==> src/design/two_class_queue_burst_limited_arbiter_defines.svh <==
// Assertion helpers used by the arbiter RTL (tcqa_ctrl).
`ifndef TWO_CLASS_QUEUE_BURST_LIMITED_ARBITER_DEFINES_SVH
`define TWO_CLASS_QUEUE_BURST_LIMITED_ARBITER_DEFINES_SVH

// Property that must hold at every clock edge out of reset.
`define TCQA_ASSERT_ALWAYS(lbl, clk, rst_n, expr, msg) \
  lbl: assert property (@(posedge clk) disable iff (!rst_n) (expr)) else $error(msg);

// Same-cycle implication.
`define TCQA_ASSERT_IMPLY(lbl, clk, rst_n, ante, cons, msg) \
  lbl: assert property (@(posedge clk) disable iff (!rst_n) (ante) |-> (cons)) else $error(msg);

// Next-cycle implication.
`define TCQA_ASSERT_NEXT(lbl, clk, rst_n, ante, cons, msg) \
  lbl: assert property (@(posedge clk) disable iff (!rst_n) (ante) |=> (cons)) else $error(msg);

`endif

==> src/design/tcqa_pkg.sv <==
`timescale 1ns / 1ps
package tcqa_pkg;

  localparam int unsigned CMD_W    = 2;
  localparam int unsigned STATUS_W = 3;
  localparam int unsigned WORD_W   = 32;
  localparam int unsigned BURST_W  = 4;

  localparam logic [CMD_W-1:0] CMD_ENQ_NORMAL   = 2'd0;
  localparam logic [CMD_W-1:0] CMD_ENQ_PRIORITY = 2'd1;
  localparam logic [CMD_W-1:0] CMD_SERVE        = 2'd2;

  localparam logic [STATUS_W-1:0] ST_ENQUEUED        = 3'd0;
  localparam logic [STATUS_W-1:0] ST_SERVED_NORMAL   = 3'd1;
  localparam logic [STATUS_W-1:0] ST_SERVED_PRIORITY = 3'd2;
  localparam logic [STATUS_W-1:0] ST_WAIT            = 3'd3;
  localparam logic [STATUS_W-1:0] ST_DROPPED         = 3'd4;

  localparam logic [BURST_W-1:0] BURST_LIMIT_RESET = 4'd3;

  // memory strobes and result code for one request
  typedef struct packed {
    logic                wr_normal;
    logic                wr_priority;
    logic                rd_normal;
    logic                rd_priority;
    logic [STATUS_W-1:0] status;
  } tcqa_req_t;

endpackage

==> src/design/tcqa_store.sv <==
`timescale 1ns / 1ps
module tcqa_store #(
  parameter int unsigned DEPTH = 16,
  parameter int unsigned WIDTH = 32,
  localparam int unsigned AW   = $clog2(DEPTH)
) (
  input  logic             clk,
  input  logic             wr_en,
  input  logic [AW-1:0]    wr_addr,
  input  logic [WIDTH-1:0] wr_data,
  input  logic             rd_en,
  input  logic [AW-1:0]    rd_addr,
  output logic [WIDTH-1:0] rd_data
);

  logic [WIDTH-1:0] mem [DEPTH];
  logic [WIDTH-1:0] rd_data_r;

  always_ff @(posedge clk) begin
    if (wr_en) begin
      mem[wr_addr] <= wr_data;
    end
    if (rd_en) begin
      rd_data_r <= mem[rd_addr];
    end
  end

  assign rd_data = rd_data_r;

endmodule

==> src/design/tcqa_ctrl.sv <==
`timescale 1ns / 1ps
`include "two_class_queue_burst_limited_arbiter_defines.svh"
module tcqa_ctrl
  import tcqa_pkg::*;
#(
  parameter int unsigned QUEUE_DEPTH = 16,
  localparam int unsigned PTR_W      = $clog2(QUEUE_DEPTH),
  localparam int unsigned CNT_W      = $clog2(QUEUE_DEPTH + 1)
) (
  input  logic               clk,
  input  logic               rst_n,
  input  logic               accept,
  input  logic [CMD_W-1:0]   command,
  input  logic [BURST_W-1:0] burst_limit,
  output tcqa_req_t          req,
  output logic [PTR_W-1:0]   n_head,
  output logic [PTR_W-1:0]   n_tail,
  output logic [PTR_W-1:0]   p_head,
  output logic [PTR_W-1:0]   p_tail
);

  localparam logic [PTR_W-1:0] LAST_SLOT = PTR_W'(QUEUE_DEPTH - 1);
  localparam logic [CNT_W-1:0] FULL_CNT  = CNT_W'(QUEUE_DEPTH);

  logic [PTR_W-1:0]   n_head_r, n_head_nxt, n_tail_r, n_tail_nxt;
  logic [PTR_W-1:0]   p_head_r, p_head_nxt, p_tail_r, p_tail_nxt;
  logic [CNT_W-1:0]   n_cnt_r, n_cnt_nxt, p_cnt_r, p_cnt_nxt;
  logic [BURST_W-1:0] burst_r, burst_nxt;
  logic               n_empty, p_empty, below_limit;

  function automatic logic [PTR_W-1:0] wrap_inc(input logic [PTR_W-1:0] ptr);
    return (ptr == LAST_SLOT) ? '0 : ptr + 1'b1;
  endfunction

  assign n_empty     = (n_cnt_r == '0);
  assign p_empty     = (p_cnt_r == '0);
  assign below_limit = (burst_r < burst_limit);

  always_comb begin
    req        = '0;
    req.status = ST_ENQUEUED;
    n_head_nxt = n_head_r;
    n_tail_nxt = n_tail_r;
    p_head_nxt = p_head_r;
    p_tail_nxt = p_tail_r;
    n_cnt_nxt  = n_cnt_r;
    p_cnt_nxt  = p_cnt_r;
    burst_nxt  = burst_r;
    if (accept) begin
      unique case (command)
        CMD_ENQ_NORMAL: begin
          if (n_cnt_r == FULL_CNT) begin
            req.status = ST_DROPPED;
          end else begin
            req.wr_normal = 1'b1;
            n_tail_nxt    = wrap_inc(n_tail_r);
            n_cnt_nxt     = n_cnt_r + 1'b1;
          end
        end
        CMD_ENQ_PRIORITY: begin
          if (p_cnt_r == FULL_CNT) begin
            req.status = ST_DROPPED;
          end else begin
            req.wr_priority = 1'b1;
            p_tail_nxt      = wrap_inc(p_tail_r);
            p_cnt_nxt       = p_cnt_r + 1'b1;
          end
        end
        default: begin
          // serve; the unused code with bit 1 set acts the same
          if (n_empty && p_empty) begin
            req.status = ST_WAIT;
          end else if ((below_limit && !p_empty) || n_empty) begin
            req.rd_priority = 1'b1;
            req.status      = ST_SERVED_PRIORITY;
            p_head_nxt      = wrap_inc(p_head_r);
            p_cnt_nxt       = p_cnt_r - 1'b1;
            if (below_limit) begin
              burst_nxt = burst_r + 1'b1;
            end
          end else begin
            req.rd_normal = 1'b1;
            req.status    = ST_SERVED_NORMAL;
            n_head_nxt    = wrap_inc(n_head_r);
            n_cnt_nxt     = n_cnt_r - 1'b1;
            burst_nxt     = '0;
          end
        end
      endcase
    end
  end

  always_ff @(posedge clk) begin
    if (!rst_n) begin
      n_head_r <= '0;
      n_tail_r <= '0;
      p_head_r <= '0;
      p_tail_r <= '0;
      n_cnt_r  <= '0;
      p_cnt_r  <= '0;
      burst_r  <= '0;
    end else begin
      n_head_r <= n_head_nxt;
      n_tail_r <= n_tail_nxt;
      p_head_r <= p_head_nxt;
      p_tail_r <= p_tail_nxt;
      n_cnt_r  <= n_cnt_nxt;
      p_cnt_r  <= p_cnt_nxt;
      burst_r  <= burst_nxt;
    end
  end

  assign n_head = n_head_r;
  assign n_tail = n_tail_r;
  assign p_head = p_head_r;
  assign p_tail = p_tail_r;

  `TCQA_ASSERT_ALWAYS(a_cnt_bound, clk, rst_n, (n_cnt_r <= FULL_CNT) && (p_cnt_r <= FULL_CNT), "queue count past depth")
  `TCQA_ASSERT_ALWAYS(a_one_read, clk, rst_n, !(req.rd_normal && req.rd_priority), "both queues popped")
  `TCQA_ASSERT_IMPLY(a_pop_nonempty, clk, rst_n, req.rd_normal || req.rd_priority, (req.rd_normal && !n_empty) || (req.rd_priority && !p_empty), "pop from empty queue")
  `TCQA_ASSERT_NEXT(a_burst_clear, clk, rst_n, req.rd_normal, burst_r == '0, "burst count not cleared")

endmodule

==> src/design/two_class_queue_burst_limited_arbiter.sv <==
`timescale 1ns / 1ps
// Two-queue arbiter (normal and priority classes, QUEUE_DEPTH words each, held in two
// single-port-write, registered-read memories). A request is taken on every cycle that
// start is high; busy stays low, so one request per cycle is sustained. Each request gives
// exactly one result, shown on out_status / out_served_word with out_valid high for one
// cycle, in the cycle after the request: that cycle is the registered read of the queue
// memory on a serve. The receiver cannot stall, so results must be taken as they come.
// cfg_ready is always high; a write of cfg_data sets the priority burst limit used by
// the following requests.
module two_class_queue_burst_limited_arbiter
  import tcqa_pkg::*;
#(
  parameter int unsigned QUEUE_DEPTH = 16,
  parameter int unsigned ITEM_WIDTH  = 32
) (
  input  logic                clk,
  input  logic                rst_n,
  input  logic                start,
  output logic                busy,
  input  logic [CMD_W-1:0]    in_command,
  input  logic [WORD_W-1:0]   in_item_word,
  output logic                out_valid,
  output logic [STATUS_W-1:0] out_status,
  output logic [WORD_W-1:0]   out_served_word,
  input  logic                cfg_valid,
  output logic                cfg_ready,
  input  logic [BURST_W-1:0]  cfg_data
);

  localparam int unsigned PTR_W = $clog2(QUEUE_DEPTH);

  tcqa_req_t           req;
  logic [PTR_W-1:0]    n_head, n_tail, p_head, p_tail;
  logic [63:0]         in_word64, n_rd64, p_rd64;
  logic [ITEM_WIDTH-1:0] wr_word, n_rd_data, p_rd_data;
  logic                accept;
  logic [BURST_W-1:0]  limit_r;
  logic                out_valid_r, sel_n_r, sel_p_r;
  logic [STATUS_W-1:0] status_r;

  assign busy      = 1'b0;
  assign cfg_ready = 1'b1;
  assign accept    = start && !busy;

  assign in_word64 = {32'b0, in_item_word};
  assign wr_word   = in_word64[ITEM_WIDTH-1:0];

  tcqa_ctrl #(
    .QUEUE_DEPTH(QUEUE_DEPTH)
  ) u_ctrl (
    .clk        (clk),
    .rst_n      (rst_n),
    .accept     (accept),
    .command    (in_command),
    .burst_limit(limit_r),
    .req        (req),
    .n_head     (n_head),
    .n_tail     (n_tail),
    .p_head     (p_head),
    .p_tail     (p_tail)
  );

  tcqa_store #(
    .DEPTH(QUEUE_DEPTH),
    .WIDTH(ITEM_WIDTH)
  ) u_normal_store (
    .clk    (clk),
    .wr_en  (req.wr_normal),
    .wr_addr(n_tail),
    .wr_data(wr_word),
    .rd_en  (req.rd_normal),
    .rd_addr(n_head),
    .rd_data(n_rd_data)
  );

  tcqa_store #(
    .DEPTH(QUEUE_DEPTH),
    .WIDTH(ITEM_WIDTH)
  ) u_priority_store (
    .clk    (clk),
    .wr_en  (req.wr_priority),
    .wr_addr(p_tail),
    .wr_data(wr_word),
    .rd_en  (req.rd_priority),
    .rd_addr(p_head),
    .rd_data(p_rd_data)
  );

  always_ff @(posedge clk) begin
    if (!rst_n) begin
      limit_r     <= BURST_LIMIT_RESET;
      out_valid_r <= 1'b0;
      sel_n_r     <= 1'b0;
      sel_p_r     <= 1'b0;
    end else begin
      if (cfg_valid && cfg_ready) begin
        limit_r <= cfg_data;
      end
      out_valid_r <= accept;
      sel_n_r     <= req.rd_normal;
      sel_p_r     <= req.rd_priority;
    end
  end

  always_ff @(posedge clk) begin
    status_r <= req.status;
  end

  assign n_rd64 = 64'(n_rd_data);
  assign p_rd64 = 64'(p_rd_data);

  assign out_valid       = out_valid_r;
  assign out_status      = status_r;
  assign out_served_word = sel_p_r ? p_rd64[WORD_W-1:0] :
                           sel_n_r ? n_rd64[WORD_W-1:0] : '0;

endmodule
==> config.mk <==
export PLATFORM = sky130hd
export DESIGN_NAME = two_class_queue_burst_limited_arbiter
export DESIGN_NICKNAME = d
export VERILOG_FILES = /design/src/design/tcqa_pkg.sv /design/src/design/tcqa_store.sv /design/src/design/tcqa_ctrl.sv /design/src/design/two_class_queue_burst_limited_arbiter.sv
export VERILOG_INCLUDE_DIRS = /design/src /design/src/design
export SDC_FILE = /design/constraint.sdc
export NUM_CORES = 1
export LEC_CHECK = 0
export ABC_AREA = 0
export ABC_CLOCK_PERIOD_IN_PS = 5500
export BUFFER_PORTS_ARGS = -buffer_cell sky130_fd_sc_hd__buf_2
export CAP_MARGIN = 20
export CORE_ASPECT_RATIO = 1.4
export CORE_MARGIN = 4
export CORE_UTILIZATION = 42
export DETAILED_ROUTE_END_ITERATION = 8
export HOLD_SLACK_MARGIN = 0.02
export PLACE_DENSITY_LB_ADDON = 0.12
export SYNTH_ARGS = -nofsm -noshare
export SYNTH_HDL_FRONTEND = slang
export SYNTH_HIERARCHICAL = 1
export SYNTH_SLANG_ARGS = --single-unit
==> constraint.sdc <==
create_clock -name clk -period 5.5 [get_ports clk]
set_input_delay 1.1 -clock clk [delete_from_list [all_inputs] [get_ports clk]]
set_output_delay 1.1 -clock clk [all_outputs]
set_load 0.03 [all_outputs]
Word-level counts from Yosys, hierarchy flattened:

Memory sizes are Yosys's and may differ from the RTL's. A register that Yosys moved wholly into a read port is not among the register bits.
Cells that the tools add are included.

* add/subtract/negate cells: 9
* $lt $le $gt $ge: 1
* eq/ne operators: 13
* mux-type cells: 34
* bitwise gates (word level): 7
* reductions and logical operators: 16

Operators by type and width (count)
* $mux 32: 2
* $mux 5: 6
* $mux 4: 6
* $add 4x1->4 const B: 5
* $pmux 5 s2: 2
* $eq 4x4->1 const B: 4
* $reduce_and 4->1: 3
* $add 5x1->5 const B: 2
* $eq 5x5->1 const B: 2
* $logic_not 5->1: 2
* $mux 1: 10
* $ne 2x2->1 const B: 5
* $reduce_and 5->1: 2
* $sub 5x1->5 const B: 2
* $mux 3: 3
* $mux 7: 1
* $not 1->1: 7
* $mux 2: 3
* $pmux 3 s2: 1
* $reduce_and 3->1: 2
* $lt 4x4->1: 1
* $eq 2x1->1 const B: 1
* $logic_and 1x1->1: 2
* $logic_not 2->1: 1
* 5 further kinds: 5

* bits in registers: 40
* RAM bits: 1024
* output and inout port bits: 38
* memories kept: 2

Memories
* u_normal_store.mem: depth 16, width 32, rd ports 1, clocked after memory_dff 1, wr ports 1, line tcqa_store.sv:16 `logic [WIDTH-1:0] mem [DEPTH];`
* u_priority_store.mem: depth 16, width 32, rd ports 1, clocked after memory_dff 1, wr ports 1, line tcqa_store.sv:16

Longest topological paths before layout:

* depth after elaboration: 10
* mapped depth: 9
* gate-level depth less buffers: 8

Hierarchy:

The synthesis kept the hierarchy.

By module, submodules not included
* tcqa_store: instances 2, cells each 838, area each 20155.6 um^2, seq. area each 16335.7 um^2
* tcqa_ctrl: instances 1, cells each 225, area each 1939.4 um^2, seq. area each 600.6 um^2
* two_class_queue_burst_limited_arbiter: instances 1, cells each 70, area each 668.1 um^2, seq. area each 200.2 um^2

Worst setup path after synthesis:

Ideal clock, no wire load.

* kind: input to register
* from: input port in_command[0]
* to: memory u_normal_store.mem[0][0], enable pin
* library setup time: 461 ps
* arrival: 4750 ps
* path slack: 289 ps
* stages: 5
* buffers on the path: 1
* path through: or2_2 -> buf_2 -> a211oi_2 -> or3b_2 -> nor3_1

RTL lines
* start, declared: line two_class_queue_burst_limited_arbiter.sv:20 `input logic [CMD_W-1:0] in_command,`
* end, declared: line tcqa_store.sv:16

Worst setup path after layout:

* from: register sel_n_r
* to: output port out_served_word[17]

* cells in the longest elaborated chain, start to end: 2

Ends and longest elaborated chain
* start, declared: line two_class_queue_burst_limited_arbiter.sv:38 `logic out_valid_r, sel_n_r, sel_p_r;`
* start signal, assigned: line two_class_queue_burst_limited_arbiter.sv:100 `sel_n_r <= req.rd_normal;`
* $mux 32: line two_class_queue_burst_limited_arbiter.sv:115 `sel_n_r ? n_rd64[WORD_W-1:0] : '0;`
* $mux 32: line two_class_queue_burst_limited_arbiter.sv:114 `assign out_served_word = sel_p_r ? p_rd64[WORD_W-1:0] :`
* end, declared: line two_class_queue_burst_limited_arbiter.sv:24 `output logic [WORD_W-1:0] out_served_word,`

No other way between the ends.

==> metrics.txt <==
run status finished, final reports clean; P&R area growth vs syn 13.6%; # DRC 0; post-layout min period 3660 ps; Final setup viols 0; Die ar. 107,000 um2; Netlist cell types 63; share of cells above drive strength 1 0.274; RSZ-0062 raised after global routing no; Via-to-Cell Ratio 5.79; Hold Crit Start limit_r[0]; CTS Buf Count 107; power per cell area 398 nW/um2; WL final 109 mm; root buf cell clkbuf_16; Top FF cell, synth edfxtp_1; Rows 138; CTS tree built; Post-Layout Cell Count 3,535; clock latency on the worst-skew pair 710 ps; IO Count 80; EDFF count, synth 1,088; Die Y-Extent 386 um; Syn Nets 2,029; Seq/Total Area, Yosys 0.780; DR pass1 iterations 7; Simple-Gate Fraction of Synth Area 0.0238; ys async rst share 0; Crit Path Class reg -> out; dpl cells 3,328; Hold Slack 471 ps; mapped cell area 42,900 um2; Worst Path Required 4400 ps; Post-Syn Instances 1,971; Placed Area 45,200 um2; Setup crit end kind output port; synth warn 6; xor/xnor share of the synthesized area 0.00163; Post-Synth Adder-Cell Area 0.00501; vias in the first global route 21,014; initial antenna violation count 1; Post-CTS Hold Buffers 0; Reg-to-Reg Start u_ctrl/p_cnt_r[0]; most frequent cells in the layout edfxtp_1 (1,088), mux4_2 (256), a22oi_1 (128), clkbuf_16 (107), nand2_1 (106); DP Wirelength 65.8 mm; Placement Setup Slack 1390 ps; largest net degree at the start of global routing 50; Max FO, Critical Path 17; post-CTS setup buffer count 0; Clock Skew 29.4 ps; final number of max-transition violations 0; post-synthesis mux area share 0.138; Core ar. 101,000 um2; Hold Path End limit_r[0]; WL per Instance 30.9 um; CTS max path bufs 3; CTS H-tree depth 3; commonest non-fill, non-tap cell in the layout edfxtp_1; post-route cell area 48,700 um2; GR Overflow Total 0; max-cap violations 0; Final period util 0.665; compound-cell area share of the yosys netlist 0.0381; Worst Max-Slew Pin Slew 1110 ps; Peak VDD IR 295 uV; Syn Area/Cell 21.8 um2; Worst Hold Depth 2; initial core utilization 0.423; Power Total 19.4 mW; total negative setup slack 0 ps; IO Port Bufs 77; Worst EP arrival 2560 ps; first-pass GRT wire length 155 mm; Worst slew margin 0.263; HP Class reg -> reg; Max Clk Rate 273 MHz; Leak 15.0 nW; Worst setup SP type register; Reg2Reg Setup Slack 2380 ps; clk slew on worst S/H paths 60 ps; FF-to-FF path depth 4; count of clock tree sinks 1,128; Final Util 0.481; gr usage total 0.202; DR vias 20,480; Yosys reg bits 1,128; Final WS setup 1840 ps; ANT nets after route 0; chip width 278 um; largest family of logic cells by synthesized area multiplexers; Reg-to-Reg End u_priority_store/mem[3][6]; Final Hold Fails 0; Placer Congestion 0.810; nets 2,171; Detailed Route Iter0 Violations 1,634; post-CTS sizing 0
==> worst max-delay path: stages, from the launching register on <==
cell and delay [ps]:
dfxtp_1 350, nor2b_4 600, buf_4 380, a22o_1 270, buf_2 240
==> cells by family after synthesis <==
group / after synthesis
flip-flops: 1128
buffers and inverters: 115
multiplexers: 273
XOR/XNOR: 8
AO/OA/AOI/OAI: 212
adder cells (fa/ha/maj): 16
AND/OR/NAND/NOR: 217
other: 2
==> power breakdown <==
part	switching [mW]	total (mW)	internal [mW]
Sequential	0.200	9.83	9.64
Clock	3.16	7.20	4.04
Combinational	1.34	2.34	1.00
==> metal layers <==
layer / routed length (um) / track usage / share of wire / vias to the layer above
li1: - / - / - / 8585
met1: 44300 / 0.266 / 0.41 / 11227
met3: 4430 / 0.0228 / 0.041 / 116
met4: 2710 / 0.0622 / 0.025 / 0
met2: 57700 / 0.356 / 0.53 / 552
met5: 0 / 0 / 0 / -
==> how the worst max path moves through the flow <==
stage	to	cells after the start	slack [ps]	startpoint
6_report	out_served_word[17]	4	1840	sel_n_r
5_1_grt	out_served_word[16]	4	1780	sel_n_r
4_1_cts	out_served_word[16]	4	1760	sel_n_r
3_5_place_dp	u_priority_store/mem[1][3]	5	1390	in_command[1]
3_3_place_gp	u_priority_store/mem[3][6]	5	1370	in_command[1]
2_1_floorplan	u_normal_store/mem[0][0]	5	290	in_command[0]
==> cell type report <==
cell class	instances	area (um2)
clock inverters	52	508
fillers	8297	52600
repair buffers	134	961
well taps	1330	1660
clock buffers	146	2900
diodes	3	7.51
flip-flops and latches	1128	33500
multi-input cells	728	9160
inverters	14	52.6
==> synthesized netlist by cell type, drive strengths merged, types with 5 or more instances <==
cell    number  area (um2)
mux4       256        5770
dfxtp       40         801
and2         8        50.1
buf         63         365
nand3b       5        37.5
edfxtp    1088       32700
mux2i       17         170
nand2b      11        68.8
o21ai        6        30.0
nor2b        8        57.6
nor3        11        60.1
nand3       12        60.1
clkbuf      38         143
a211oi       7        67.6
a22oi      128         961
ha          14         175
a22o        30         263
nor2        40         150
a21oi       12        60.1
nand2      107         404
inv         13        48.8
==> flip-flops by register name, indices dropped and copies added, names as in the netlist, 3 cells and up <==
register                  count
u_ctrl/p_tail                 4
u_priority_store/rd_data     32
u_normal_store/mem          512
u_ctrl/n_tail                 4
out_status                    3
limit_r                       4
u_ctrl/p_head                 4
u_ctrl/p_cnt_r                5
u_priority_store/mem        512
u_ctrl/n_cnt_r                5
u_normal_store/rd_data       32
u_ctrl/n_head                 4
u_ctrl/burst_r                4
(Power assumes the default switching activity.)
